[src/design/tsf_pkg.sv]
// Shared types and constants for the triangle span fill block.
// Holds the request structs, the controller/datapath command and status
// structs and the edge codes. Depends on nothing.
`default_nettype none

package tsf_pkg;

    // Coordinate widths, fixed by the request fields
    localparam int COL_W  = 8;
    localparam int ROW_W  = 6;
    localparam int CLR_W  = 8;

    // Column accumulator: signed, with headroom for steps of either sign
    localparam int ACC_W  = COL_W + 2;
    // Remainder accumulator: holds a sum of two remainders below the height
    localparam int REM_W  = ROW_W + 1;
    // Divider: one quotient bit per cycle
    localparam int DIV_STEPS = COL_W;
    localparam int DIV_CNT_W = $clog2(DIV_STEPS + 1);

    // Edge codes
    localparam logic [1:0] EDGE_LONG = 2'd0;  // v0 -> v2
    localparam logic [1:0] EDGE_01   = 2'd1;  // v0 -> v1
    localparam logic [1:0] EDGE_12   = 2'd2;  // v1 -> v2
    localparam int NUM_EDGES = 3;

    typedef struct packed {
        logic [COL_W-1:0] ax_col;
        logic [ROW_W-1:0] ay_row;
        logic [COL_W-1:0] bx_col;
        logic [ROW_W-1:0] by_row;
        logic [COL_W-1:0] cx_col;
        logic [ROW_W-1:0] cy_row;
        logic [CLR_W-1:0] fill_color;
    } tsf_in_t;

    typedef struct packed {
        logic [ROW_W-1:0] span_row;
        logic [COL_W-1:0] left_col;
        logic [COL_W-1:0] right_col;
        logic [CLR_W-1:0] span_color;
        logic             is_empty;
        logic             is_last;
    } tsf_out_t;

    typedef struct packed {
        logic       load;        // take in and sort a new triangle
        logic       div_start;   // start a division for start_sel
        logic       div_latch;   // store the finished division for edge_sel
        logic       emit_span;   // write one span and advance a row
        logic       emit_empty;  // write the empty result
        logic [1:0] start_sel;
        logic [1:0] edge_sel;
    } tsf_cmd_t;

    typedef struct packed {
        logic flat;      // zero height
        logic div_done;  // divider finished this cycle
        logic out_free;  // output register can take a request
        logic last_row;  // current row is the bottom row
    } tsf_stat_t;

endpackage

`default_nettype wire

[src/design/tsf_div.sv]
// Shift-and-subtract unsigned divider, one quotient bit per cycle.
// Used by the datapath for the per-edge step quotients. Depends on tsf_pkg.
`default_nettype none

module tsf_div (
    input  wire logic                     clk,
    input  wire logic                     rst_n,
    input  wire logic                     start,
    input  wire logic [tsf_pkg::COL_W-1:0] num,
    input  wire logic [tsf_pkg::ROW_W-1:0] den,
    output logic                          done,
    output logic [tsf_pkg::COL_W-1:0]     quo,
    output logic [tsf_pkg::ROW_W-1:0]     rem
);
    import tsf_pkg::*;

    logic                 busy_reg, busy_next;
    logic                 done_reg, done_next;
    logic [DIV_CNT_W-1:0] cnt_reg, cnt_next;
    logic [COL_W-1:0]     quo_reg, quo_next;
    logic [ROW_W-1:0]     den_reg, den_next;
    logic [REM_W-1:0]     rem_reg, rem_next;
    logic [REM_W-1:0]     trial;

    always_comb
    begin
        busy_next = busy_reg;
        done_next = 1'b0;
        cnt_next  = cnt_reg;
        quo_next  = quo_reg;
        den_next  = den_reg;
        rem_next  = rem_reg;
        trial     = {rem_reg[ROW_W-1:0], quo_reg[COL_W-1]};
        if (start)
        begin
            busy_next = 1'b1;
            cnt_next  = DIV_CNT_W'(DIV_STEPS);
            quo_next  = num;
            den_next  = den;
            rem_next  = '0;
        end
        else if (busy_reg)
        begin
            // bring down the next numerator bit, subtract if it fits
            if (trial >= {1'b0, den_reg})
            begin
                rem_next = trial - {1'b0, den_reg};
                quo_next = {quo_reg[COL_W-2:0], 1'b1};
            end
            else
            begin
                rem_next = trial;
                quo_next = {quo_reg[COL_W-2:0], 1'b0};
            end
            cnt_next = cnt_reg - 1'b1;
            if (cnt_reg == DIV_CNT_W'(1))
            begin
                busy_next = 1'b0;
                done_next = 1'b1;
            end
        end
    end

    always_ff @(posedge clk or negedge rst_n)
    begin
        if (!rst_n)
        begin
            busy_reg <= 1'b0;
            done_reg <= 1'b0;
            cnt_reg  <= '0;
        end
        else
        begin
            busy_reg <= busy_next;
            done_reg <= done_next;
            cnt_reg  <= cnt_next;
        end
    end

    always_ff @(posedge clk)
    begin
        quo_reg <= quo_next;
        den_reg <= den_next;
        rem_reg <= rem_next;
    end

    assign done = done_reg;
    assign quo  = quo_reg;
    assign rem  = rem_reg[ROW_W-1:0];

endmodule

`default_nettype wire

[src/design/tsf_dpath.sv]
// Datapath: vertex sort, per-edge step setup through the shared divider,
// incremental edge walkers and the output register.
// Depends on tsf_pkg and tsf_div.
`default_nettype none

module tsf_dpath (
    input  wire logic              clk,
    input  wire logic              rst_n,
    input  wire tsf_pkg::tsf_in_t  triangle,
    input  wire tsf_pkg::tsf_cmd_t cmd,
    input  wire logic              span_stall,
    output tsf_pkg::tsf_stat_t     stat,
    output logic                   span_valid,
    output tsf_pkg::tsf_out_t      span
);
    import tsf_pkg::*;

    // sorted vertices
    logic [COL_W-1:0] x_reg [NUM_EDGES];
    logic [ROW_W-1:0] y_reg [NUM_EDGES];
    logic [CLR_W-1:0] color_reg;
    logic [ROW_W-1:0] row_reg;

    // edge walkers: column, remainder, and per-row step
    logic signed [ACC_W-1:0] acc_c_reg  [NUM_EDGES];
    logic        [ROW_W-1:0] acc_r_reg  [NUM_EDGES];
    logic signed [ACC_W-1:0] step_q_reg [NUM_EDGES];
    logic        [ROW_W-1:0] step_r_reg [NUM_EDGES];
    logic                    neg_reg;

    logic                    span_valid_reg;
    tsf_out_t                span_reg, span_next;

    // sort network
    logic [COL_W-1:0] sx0, sx1, sx2, tx;
    logic [ROW_W-1:0] sy0, sy1, sy2, ty;

    logic        [ROW_W-1:0] den [NUM_EDGES];
    logic signed [ACC_W-1:0] dx  [NUM_EDGES];

    logic signed [ACC_W-1:0] start_dx;
    logic signed [ACC_W-1:0] start_abs;
    logic        [ROW_W-1:0] start_den;
    logic        [ROW_W-1:0] lat_den;

    logic                    div_done;
    logic [COL_W-1:0]        div_quo;
    logic [ROW_W-1:0]        div_rem;

    logic signed [ACC_W-1:0] adj_q;
    logic        [ROW_W-1:0] adj_r;

    logic                    second;
    logic signed [ACC_W-1:0] ea, eb, lo, hi;
    logic                    out_free;

    always_comb
    begin
        tx  = '0;
        ty  = '0;
        sx0 = triangle.ax_col; sy0 = triangle.ay_row;
        sx1 = triangle.bx_col; sy1 = triangle.by_row;
        sx2 = triangle.cx_col; sy2 = triangle.cy_row;
        if (sy0 > sy1)
        begin
            ty = sy0; sy0 = sy1; sy1 = ty;
            tx = sx0; sx0 = sx1; sx1 = tx;
        end
        if (sy1 > sy2)
        begin
            ty = sy1; sy1 = sy2; sy2 = ty;
            tx = sx1; sx1 = sx2; sx2 = tx;
        end
        if (sy0 > sy1)
        begin
            ty = sy0; sy0 = sy1; sy1 = ty;
            tx = sx0; sx0 = sx1; sx1 = tx;
        end
    end

    // edge heights and column deltas
    always_comb
    begin
        den[EDGE_LONG] = y_reg[2] - y_reg[0];
        den[EDGE_01]   = y_reg[1] - y_reg[0];
        den[EDGE_12]   = y_reg[2] - y_reg[1];
        dx[EDGE_LONG]  = $signed({2'b00, x_reg[2]}) - $signed({2'b00, x_reg[0]});
        dx[EDGE_01]    = $signed({2'b00, x_reg[1]}) - $signed({2'b00, x_reg[0]});
        dx[EDGE_12]    = $signed({2'b00, x_reg[2]}) - $signed({2'b00, x_reg[1]});
    end

    always_comb
    begin
        case (cmd.start_sel)
            EDGE_01:
            begin
                start_dx  = dx[EDGE_01];
                start_den = den[EDGE_01];
            end
            EDGE_12:
            begin
                start_dx  = dx[EDGE_12];
                start_den = den[EDGE_12];
            end
            default:
            begin
                start_dx  = dx[EDGE_LONG];
                start_den = den[EDGE_LONG];
            end
        endcase
        start_abs = start_dx[ACC_W-1] ? -start_dx : start_dx;
        case (cmd.edge_sel)
            EDGE_01: lat_den = den[EDGE_01];
            EDGE_12: lat_den = den[EDGE_12];
            default: lat_den = den[EDGE_LONG];
        endcase
    end

    tsf_div u_div (
        .clk   (clk),
        .rst_n (rst_n),
        .start (cmd.div_start),
        .num   (start_abs[COL_W-1:0]),
        .den   (start_den),
        .done  (div_done),
        .quo   (div_quo),
        .rem   (div_rem)
    );

    // turn the truncated magnitude quotient into a floor quotient
    always_comb
    begin
        adj_q = $signed({2'b00, div_quo});
        adj_r = div_rem;
        if (neg_reg)
        begin
            adj_q = -$signed({2'b00, div_quo});
            if (div_rem != '0)
            begin
                adj_q = adj_q - ACC_W'(1);
                adj_r = lat_den - div_rem;
            end
        end
    end

    always_ff @(posedge clk)
    begin
        if (cmd.div_start)
            neg_reg <= start_dx[ACC_W-1];
    end

    // span ends
    always_comb
    begin
        second = (row_reg > y_reg[1]) || (y_reg[1] == y_reg[0]);
        ea     = acc_c_reg[EDGE_LONG];
        eb     = second ? acc_c_reg[EDGE_12] : acc_c_reg[EDGE_01];
        lo     = (ea < eb) ? ea : eb;
        hi     = (ea < eb) ? eb : ea;
    end

    assign out_free = !span_valid_reg || !span_stall;

    always_comb
    begin
        span_next = span_reg;
        if (cmd.emit_empty)
        begin
            span_next.span_row   = '0;
            span_next.left_col   = '0;
            span_next.right_col  = '0;
            span_next.span_color = color_reg;
            span_next.is_empty   = 1'b1;
            span_next.is_last    = 1'b1;
        end
        else if (cmd.emit_span)
        begin
            span_next.span_row   = row_reg;
            span_next.left_col   = lo[COL_W-1:0];
            span_next.right_col  = hi[COL_W-1:0];
            span_next.span_color = color_reg;
            span_next.is_empty   = 1'b0;
            span_next.is_last    = (row_reg == y_reg[2]);
        end
    end

    // load, step setup and row advance
    always_ff @(posedge clk)
    begin
        span_reg <= span_next;
        if (cmd.load)
        begin
            x_reg[0]  <= sx0; x_reg[1] <= sx1; x_reg[2] <= sx2;
            y_reg[0]  <= sy0; y_reg[1] <= sy1; y_reg[2] <= sy2;
            color_reg <= triangle.fill_color;
            row_reg   <= sy0;
            acc_c_reg[EDGE_LONG] <= $signed({2'b00, sx0});
            acc_c_reg[EDGE_01]   <= $signed({2'b00, sx0});
            acc_c_reg[EDGE_12]   <= $signed({2'b00, sx1});
            for (int e = 0; e < NUM_EDGES; e++)
                acc_r_reg[e] <= '0;
        end
        if (cmd.div_latch)
        begin
            for (int e = 0; e < NUM_EDGES; e++)
            begin
                if (cmd.edge_sel == 2'(e))
                begin
                    step_q_reg[e] <= adj_q;
                    step_r_reg[e] <= adj_r;
                end
            end
        end
        if (cmd.emit_span)
        begin
            row_reg <= row_reg + 1'b1;
            for (int e = 0; e < NUM_EDGES; e++)
            begin
                // the second short edge only starts moving from the middle row
                if (2'(e) != EDGE_12 || row_reg >= y_reg[1])
                begin
                    if (({1'b0, acc_r_reg[e]} + {1'b0, step_r_reg[e]})
                        >= {1'b0, den[e]})
                    begin
                        acc_c_reg[e] <= acc_c_reg[e] + step_q_reg[e] + ACC_W'(1);
                        acc_r_reg[e] <= ROW_W'({1'b0, acc_r_reg[e]}
                                        + {1'b0, step_r_reg[e]} - {1'b0, den[e]});
                    end
                    else
                    begin
                        acc_c_reg[e] <= acc_c_reg[e] + step_q_reg[e];
                        acc_r_reg[e] <= acc_r_reg[e] + step_r_reg[e];
                    end
                end
            end
        end
    end

    always_ff @(posedge clk or negedge rst_n)
    begin
        if (!rst_n)
            span_valid_reg <= 1'b0;
        else if (cmd.emit_span || cmd.emit_empty)
            span_valid_reg <= 1'b1;
        else if (!span_stall)
            span_valid_reg <= 1'b0;
    end

    assign stat.flat     = (y_reg[0] == y_reg[2]);
    assign stat.div_done = div_done;
    assign stat.out_free = out_free;
    assign stat.last_row = (row_reg == y_reg[2]);

    assign span_valid = span_valid_reg;
    assign span       = span_reg;

endmodule

`default_nettype wire

[src/design/tsf_ctrl.sv]
// Controller state machine: accepts a triangle, sequences the edge
// divisions, then issues one span per free output slot; a flat triangle
// skips the divisions and gets the empty result. Depends on tsf_pkg.
`default_nettype none

module tsf_ctrl (
    input  wire logic               clk,
    input  wire logic               rst_n,
    input  wire logic               triangle_valid,
    input  wire tsf_pkg::tsf_stat_t stat,
    output logic                    triangle_stall,
    output tsf_pkg::tsf_cmd_t       cmd
);
    import tsf_pkg::*;

    localparam logic [2:0] ST_IDLE  = 3'd0;
    localparam logic [2:0] ST_SETUP = 3'd1;
    localparam logic [2:0] ST_DIV   = 3'd2;
    localparam logic [2:0] ST_SPAN  = 3'd3;
    localparam logic [2:0] ST_EMPTY = 3'd4;

    logic [2:0] state_reg, state_next;
    logic [1:0] edge_reg, edge_next;

    always_comb
    begin
        state_next    = state_reg;
        edge_next     = edge_reg;
        cmd           = '0;
        cmd.edge_sel  = edge_reg;
        case (state_reg)
            ST_IDLE:
            begin
                if (triangle_valid)
                begin
                    cmd.load   = 1'b1;
                    state_next = ST_SETUP;
                end
            end
            ST_SETUP:
            begin
                if (stat.flat)
                    state_next = ST_EMPTY;
                else
                begin
                    edge_next     = EDGE_LONG;
                    cmd.div_start = 1'b1;
                    state_next    = ST_DIV;
                end
            end
            ST_DIV:
            begin
                if (stat.div_done)
                begin
                    cmd.div_latch = 1'b1;
                    if (edge_reg == EDGE_12)
                        state_next = ST_SPAN;
                    else
                    begin
                        edge_next     = edge_reg + 1'b1;
                        cmd.div_start = 1'b1;
                    end
                end
            end
            ST_SPAN:
            begin
                if (stat.out_free)
                begin
                    cmd.emit_span = 1'b1;
                    if (stat.last_row)
                        state_next = ST_IDLE;
                end
            end
            ST_EMPTY:
            begin
                if (stat.out_free)
                begin
                    cmd.emit_empty = 1'b1;
                    state_next     = ST_IDLE;
                end
            end
            default:
            begin
                state_next = ST_IDLE;
            end
        endcase
        cmd.start_sel = edge_next;
    end

    always_ff @(posedge clk or negedge rst_n)
    begin
        if (!rst_n)
        begin
            state_reg <= ST_IDLE;
            edge_reg  <= EDGE_LONG;
        end
        else
        begin
            state_reg <= state_next;
            edge_reg  <= edge_next;
        end
    end

    assign triangle_stall = (state_reg != ST_IDLE);

endmodule

`default_nettype wire

[src/design/triangle_span_fill_colored.sv]
// Scanline triangle fill. A triangle request carries three vertices and a
// colour; the block sorts the vertices by row and returns one span request
// per row from the top vertex row to the bottom one, each with its row, the
// inclusive left and right columns and the colour, the final one marked
// is_last. A triangle of zero height returns a single request marked empty
// and last. End columns follow the long edge and the active short edge with
// exact floor stepping, vertex column plus floor(delta * rows / height).
// Flow: one triangle at a time. After the accept cycle the set-up state
// checks for a flat triangle, then the edge steps come one after
// another from a shared one-bit-per-cycle divider; then one span per cycle
// while the output is not stalled, height + 1 spans. A flat triangle goes
// from set-up straight to the empty result. The output register lets the
// next triangle be taken while the final span still waits downstream.
// Depends on tsf_pkg, tsf_ctrl, tsf_dpath and tsf_div.
`default_nettype none

module triangle_span_fill_colored (
    input  wire logic             clk,
    input  wire logic             rst_n,
    input  wire logic             triangle_valid,
    output logic                  triangle_stall,
    input  wire tsf_pkg::tsf_in_t triangle,
    output logic                  span_valid,
    input  wire logic             span_stall,
    output tsf_pkg::tsf_out_t     span
);
    import tsf_pkg::*;

    tsf_cmd_t  cmd;
    tsf_stat_t stat;

    // Sequence set-up and span issue
    tsf_ctrl u_ctrl (
        .clk            (clk),
        .rst_n          (rst_n),
        .triangle_valid (triangle_valid),
        .stat           (stat),
        .triangle_stall (triangle_stall),
        .cmd            (cmd)
    );

    // Hold the sorted vertices, walk the edges, drive the output register
    tsf_dpath u_dpath (
        .clk        (clk),
        .rst_n      (rst_n),
        .triangle   (triangle),
        .cmd        (cmd),
        .span_stall (span_stall),
        .stat       (stat),
        .span_valid (span_valid),
        .span       (span)
    );

    // An empty result is always the final one and carries zero columns
    assert property (@(posedge clk) disable iff (!rst_n)
        (span_valid && span.is_empty) |->
            (span.is_last && span.left_col == '0 && span.right_col == '0))
    else $error("empty result not final or not zeroed");

    // Spans are ordered left to right
    assert property (@(posedge clk) disable iff (!rst_n)
        (span_valid && !span.is_empty) |-> (span.left_col <= span.right_col))
    else $error("span with left column past right column");

    // Once a triangle is taken the block is busy on the next cycle
    assert property (@(posedge clk) disable iff (!rst_n)
        (triangle_valid && !triangle_stall) |=> triangle_stall)
    else $error("second triangle accepted back to back");

endmodule

`default_nettype wire
[config.mk]
export PLATFORM = sky130hd
export DESIGN_NAME = triangle_span_fill_colored
export DESIGN_NICKNAME = d
export VERILOG_FILES = /design/src/design/tsf_pkg.sv /design/src/design/tsf_div.sv /design/src/design/tsf_dpath.sv /design/src/design/tsf_ctrl.sv /design/src/design/triangle_span_fill_colored.sv
export SDC_FILE = /design/constraint.sdc
export NUM_CORES = 1
export LEC_CHECK = 0
export BUFFER_PORTS_ARGS = -buffer_cell sky130_fd_sc_hd__buf_2
export CORE_MARGIN = 5
export CORE_UTILIZATION = 25
export DETAILED_ROUTE_END_ITERATION = 12
export GPL_ROUTABILITY_DRIVEN = 1
export GPL_TIMING_DRIVEN = 0
export PLACE_DENSITY = 0.49
export SLEW_MARGIN = 20
export SYNTH_ARGS = -nofsm -noshare
export SYNTH_HDL_FRONTEND = slang
export SYNTH_SLANG_ARGS = --single-unit
[constraint.sdc]
create_clock -name clk -period 5.6 [get_ports clk]
set_input_delay 0 -clock clk [delete_from_list [all_inputs] [get_ports clk]]
set_output_delay 0 -clock clk [all_outputs]
set_load 0.1 [all_outputs]
# Word level (Yosys, flattened, before mapping)

Memories as Yosys holds them, arrays and structs flattened.
Cells that the tools add are included.

Register bits: 79
RAM bits: 138
Output and inout port bits: 34
Word-level logic and storage cells: 229
Memories: 6

$add $sub $neg: 29
Order comparisons: 10
Eq/ne operators: 19
Mux-type cells: 118
Bitwise gates (word level): 12
Reduce and logical (&&, ||, !) cells: 17

Memory list:

| memory             | depth | width | read ports | clocked after Yosys merged registers in | wr ports | line            | RTL |
|---|---|---|---|---|---|---|---|
| u_dpath.acc_c_reg  | 3     | 10    | 3          | 0                                       | 3        | tsf_dpath.sv:25 | `logic signed [ACC_W-1:0] acc_c_reg [NUM_EDGES];` |
| u_dpath.step_q_reg | 3     | 10    | 3          | 0                                       | 1        | tsf_dpath.sv:27 | `logic signed [ACC_W-1:0] step_q_reg [NUM_EDGES];` |
| u_dpath.x_reg      | 3     | 8     | 3          | 0                                       | 3        | tsf_dpath.sv:19 | `logic [COL_W-1:0] x_reg [NUM_EDGES];` |
| u_dpath.acc_r_reg  | 3     | 6     | 3          | 0                                       | 3        | tsf_dpath.sv:26 | `logic [ROW_W-1:0] acc_r_reg [NUM_EDGES];` |
| u_dpath.step_r_reg | 3     | 6     | 3          | 0                                       | 1        | tsf_dpath.sv:28 | `logic [ROW_W-1:0] step_r_reg [NUM_EDGES];` |
| u_dpath.y_reg      | 3     | 6     | 3          | 0                                       | 3        | tsf_dpath.sv:20 | `logic [ROW_W-1:0] y_reg [NUM_EDGES];` |

Operators by type and width:

| operator                                      | count |
|---|---|
| 2-to-1 mux 10 bit                             | 13 |
| 2-to-1 mux 6 bit                              | 19 |
| 2-to-1 mux 8 bit                              | 11 |
| 2-to-1 mux 1 bit                              | 52 |
| subtractor 6 bit                              | 8 |
| adder 10 bit                                  | 3 |
| adder 10 x 2 -> 10 bit, second input constant | 3 |
| greater-or-equal comparator 7 x 6 -> 1 bit    | 4 |
| subtractor 8 x 8 -> 9 bit                     | 3 |
| > comparator 6 bit                            | 4 |
| case mux 6 bit (2 select lines)               | 2 |
| adder 6 x 6 -> 7 bit                          | 3 |
| 2-to-1 mux 3 bit                              | 7 |
| case mux 10 bit (2 select lines)              | 1 |
| OR reduction 10 bit                           | 2 |
| adder 6 bit                                   | 3 |
| == test 6 bit                                 | 3 |
| 2-to-1 mux 2 bit                              | 8 |
| case mux 3 bit (5 select lines)               | 1 |
| OR 1 bit                                      | 12 |
| OR reduction 6 bit                            | 2 |
| less-than comparator 10 bit                   | 1 |
| != test 2 x 1 -> 1 bit, second input constant | 5 |
| negation 8 -> 10 bit                          | 1 |
| other kinds (24)                              | 34 |

# Depth between registers and ports, before layout

Word-level depth: 9
Gate-level depth with buffers: 25
Depth with buffers taken out: 21

# Modules after synthesis

Synthesis repeated with hierarchy kept, for this count alone.

Cell total of the unflattened synthesis: 1628
Area, all modules: 16097.9 sq um

Modules (own cells, without submodules):

| module    | times used | cells each | area an instance (sq um) | seq. area each (sq um) |
|---|---|---|---|---|
| tsf_dpath | 1          | 1471       | 14393.8                  | 5340.1 |
| tsf_div   | 1          | 124        | 1386.3                   | 690.7 |
| tsf_ctrl  | 1          | 33         | 317.8                    | 125.1 |

# Least setup slack after synthesis

Ideal clock, no wire load.

Path kind: input port to flip-flop
Start point: input port triangle[24] (netlist name)
End point: memory u_dpath.acc_c_reg[0][2] (netlist name), data pin
Arrival time: 4.381 ns
Required time: 5.448 ns
Path slack: 1.066 ns
Cell stages on the path: 25
Path buffers: 5
Cells stage by stage: inv_1 ha_1 a21oi_1 a21o_1 a21oi_1 buf_2 buf_2 nand2_1 o21ai_0 ha_1 nand3_1 nor2_1 a21oi_1 buf_2 mux2i_1 ha_1 a21o_1 a21oi_1 a21oi_1 buf_2 nand2_1 clkbuf_1 o22ai_1 or3_1 o21ai_0

RTL lines:

| item        | line                             | RTL |
|---|---|---|
| from (decl) | triangle_span_fill_colored.sv:22 | `input wire tsf_pkg::tsf_in_t triangle,` |
| to (decl)   | tsf_dpath.sv:25                  |  |

# Final worst setup path

Start point: input port triangle[26] (netlist name)
End point: register u_dpath.row_reg[3], data pin

Longest elaborated chain between the ends: 8
Elaborated cells on any way between the ends: 9

RTL lines:

| item                 | line             | RTL |
|---|---|---|
| > comparator 6 bit   | tsf_dpath.sv:64  | `if (sy0 > sy1)` |
| 2-to-1 mux 6 bit     | tsf_dpath.sv:64  |  |
| > comparator 6 bit   | tsf_dpath.sv:69  | `if (sy1 > sy2)` |
| 2-to-1 mux 6 bit     | tsf_dpath.sv:69  |  |
| > comparator 6 bit   | tsf_dpath.sv:74  | `if (sy0 > sy1)` |
| 2-to-1 mux 6 bit (*) | tsf_dpath.sv:74  |  |
| net u_dpath.sy0[3]   | tsf_dpath.sv:36  | `logic [ROW_W-1:0] sy0, sy1, sy2, ty;` |
| 2-to-1 mux 6 bit (*) | tsf_dpath.sv:191 | `if (cmd.load)` |
| 2-to-1 mux 6 bit (*) | tsf_dpath.sv:214 | `if (cmd.emit_span)` |
| to (signal assigned) | tsf_dpath.sv:196 | `row_reg <= sy0;` |
| to (signal assigned) | tsf_dpath.sv:216 | `row_reg <= row_reg + 1'b1;` |
| to (decl)            | tsf_dpath.sv:22  | `logic [ROW_W-1:0] row_reg;` |

Mark *: on every way through the listed nets, which the timed path passes. The rest lies on a longest branch. The select of a mux whose other input is x is not followed.
A chain may end at the register's enable or synchronous reset.

==> reports/metrics.csv <==
stage,metric,value,unit
place,portBuffers,87,
global_route,grt_overflow,0,
routing,dr_total_vias,12500,
timing,skew,24.4,ps
routing,via_per_inst,4.72,
timing,min_period_over_period,0.923,
global_route,grt_pass1_vias,12500,
yosys,synthTopCellsByArea,"edfxtp_1 34%, ha_1 12%, mux2i_1 4.2%, xnor2_1 4.0%, nor2_1 4.0%",
clocking,cts_tree,done,
worst_setup_path,cp_top_family,compound AO/OA/AOI/OAI gates,
clocking,cts.sinks,217,
global_route,antenna_found_initial,1,
worst_setup_path,cp.arrival,5600,ps
place,gp_congestion,0.843,
floorplan,coreArea,61800,µm²
final_layout,nets,2019,
floorplan,io_pins,88,
clocking,htree_levels,1,
worst_setup_path,crit_top_cell,buf_2,
yosys,syn-instance-count,1608,
routing,drt_iter0_drc,612,
worst_setup_path,timing.rr.start,u_ctrl.state_reg[0],
worst_hold_path,hold_path_end,u_dpath.y_reg[0][0],
final_layout,fin_cells,2657,
worst_setup_path,cp.depth,26,
clocking,cts_setup_buffers,0,
yosys,syn-num-nets,1829,
worst_setup_path,r2r_slack,500,ps
worst_setup_path,r2r_cells,18,
yosys,synth_top_area_frac,0.336,
global_route,grt_first_pass_wirelength,70500,µm
place,hpwl,36200,µm
timing,setup_viol,0,
place,placed_cells,2537,
final_layout,finalInstanceArea,18900,µm²
timing,rsz0062_at_grt,true,
floorplan,start_util,0.253,
routing,drtPass1Iterations,5,
yosys,synth_area,15600,µm²
worst_setup_path,slowest_delay,430,ps
worst_setup_path,start_kind,input pin,
routing,routed_wl,45100,µm
worst_setup_path,cp-end-kind,flop,
place,dpl_cell_area,17200,µm²
pwr,peakVddDrop,0.263,mV
worst_setup_path,worstPathRequired,6030,ps
routing,ant_nets,0,
final_layout,n_antenna_cell,0,
timing,slew_headroom,0.264,
final_layout,drive_above_1_share,0.111,
final_layout,final_common_cell,edfxtp_1,
global_route,grt_usage,0.131,
timing,max_freq,193,MHz
floorplan,num_rows,91,
final_layout,syn_to_final_growth,20.8,%
pwr,p_leak,0.00770,µW
routing,drc,0,
clocking,cts_root_buffer,clkbuf_16,
clocking,cts_buffer_depth,3,
final_layout,largest_reg_flops,32,
pwr,finalPower,12000,µW
worst_setup_path,critPathBufInv,6,
floorplan,die_y,260,µm
final_layout,final_cell_mix,"175 x edfxtp_1, 163 x nor2_1, 151 x ha_1, 119 x inv_1, 111 x a21oi_1",
timing,maxSlewViolCount,0,
yosys,ys_warn_count,0,
worst_hold_path,hp-class,input pin to flop,
yosys,seq_area_frac_synth,0.394,
worst_setup_path,r2r-end,u_dpath.u_div.quo[7],
yosys,async_flop_share,0.0553,
timing,whs,38.3,ps
floorplan,die_w,260,µm
yosys,synth_ff_type,edfxtp_1,
worst_setup_path,cpMaxStageDelayCell,a21oi_1,
worst_hold_path,holdPathStages,3,
clocking,clk_latency,560,ps
timing,period_needed,5170,ps
run,maxCapViolCount,0,
pwr,p_per_area,635,nW/µm²
yosys,synth-edff-count,175,
timing,worst_pin_slew,1100,ps
yosys,yosysTopAreaCell,edfxtp_1,
worst_setup_path,crit_fanout,10,
yosys,synth_cell_types,79,
worst_hold_path,min_from,triangle[36],
worst_setup_path,path_class,input pin to flop,
yosys,ys_seq_elements,217,
yosys,synth_area_per_cell,9.72,µm²
clocking,clkTransAtPathRegs,60,ps
routing,avgRoutedWirePerCell,17.0,µm
global_route,grt_max_degree,30,
timing,hold_viol,0,
clocking,cts_made_buffers,28,
outcome,status,finished clean,
floorplan,dieArea,67600,µm²
[cells in the mapped netlist (all sizes together) (6+ instances only)]
| cell type | n |
|---|---|
| a211oi | 17 |
| nor2b | 16 |
| o22ai | 25 |
| or3 | 14 |
| nand3 | 34 |
| ha | 151 |
| a31oi | 16 |
| o21ai | 106 |
| o21bai | 8 |
| nor2 | 165 |
| dfxtp | 30 |
| xor2 | 49 |
| a21oi | 116 |
| mux2i | 65 |
| a221oi | 6 |
| nand2 | 109 |
| buf | 16 |
| o31ai | 8 |
| mux2 | 28 |
| inv | 121 |
| dfrtp | 12 |
| o21a | 19 |
| a21o | 26 |
| xnor2 | 71 |
| and3 | 14 |
| clkbuf | 30 |
| nor4 | 8 |
| o211ai | 6 |
| nand2b | 25 |
| edfxtp | 175 |
| fa | 16 |
| nor3b | 8 |
| nand4 | 10 |
| and2 | 11 |
| nor3 | 13 |
[area by class of cell]
class / count / area, µm²
clock buffer: 32 / 737
timing repair buffer: 160 / 1200
sequential: 217 / 6160
fill: 6432 / 43000
tap: 837 / 1050
buffer: 46 / 205
inverter: 122 / 458
multi-input combinational: 1223 / 8860
clock inverter: 20 / 204
[through the flow]
| stage | util | TNS, ps | setup slack (ps) |
|---|---|---|---|
| 3_5_place_dp | 0.278 | -17920 | -805 |
| 6_report | 0.305 | 0 | 429 |
| 5_1_grt | 0.305 | -83.0 | -30.4 |
| 2_1_floorplan | - | 0 | 1070 |
| 3_3_place_gp | 0.277 | -11780 | -611 |
| 4_1_cts | 0.305 | 0 | 39.0 |
[report_power, final]
group	leakage, µW	total (µW)	switching [µW]	internal, µW
clock	0.000455	1830	708	1120
sequential	0.00200	2820	310	2510
combinational	0.00524	7340	4690	2660
[cell families after synthesis]
kind of cell    synth area share
compound gates             0.156
flops                      0.394
simple gates               0.137
xor+xnor                  0.0677
fa+ha+maj                  0.141
buf+inv                   0.0421
mux                       0.0621
[worst max-delay path by stage]
stage / startpoint / to / slack [ps]
6_report: triangle[26] / u_dpath.row_reg[3] / 430
5_1_grt: triangle[26] / u_dpath.x_reg[0][8] / -30
4_1_cts: triangle[26] / u_dpath.acc_c_reg[0][2] / 40
3_5_place_dp: triangle[26] / u_dpath.acc_c_reg[0][7] / -810
3_3_place_gp: triangle[26] / u_dpath.acc_c_reg[0][7] / -610
2_1_floorplan: triangle[24] / u_dpath.acc_c_reg[0][2] / 1070
[routing by layer]
metal  part of all wire  vias to the layer above  routed length [µm]  global-route usage
li1                   -                     6204                   -                   -
met2               0.45                      267               20500               0.217
met1               0.49                     6015               22000               0.184
met5                  0                        -                   0                   0
met3              0.045                       53                2030              0.0189
met4              0.014                        0                 647              0.0213
[tightest hold or removal path: cells and delay by family]
family | cells | cell delay (ps)
buf+inv | 1 | 110
compound gates | 1 | 90
simple gates | 1 | 220
[what timing repair did]
item | in CTS | in global routing
pin swaps | 0 | 0
hold endpoints to repair | 68 | 0
gates resized for setup | 4 | 10
hold buffers | 68 | 0
endpoints found under the setup margin | 13 | 58
Power figures use the tool's default switching activity.
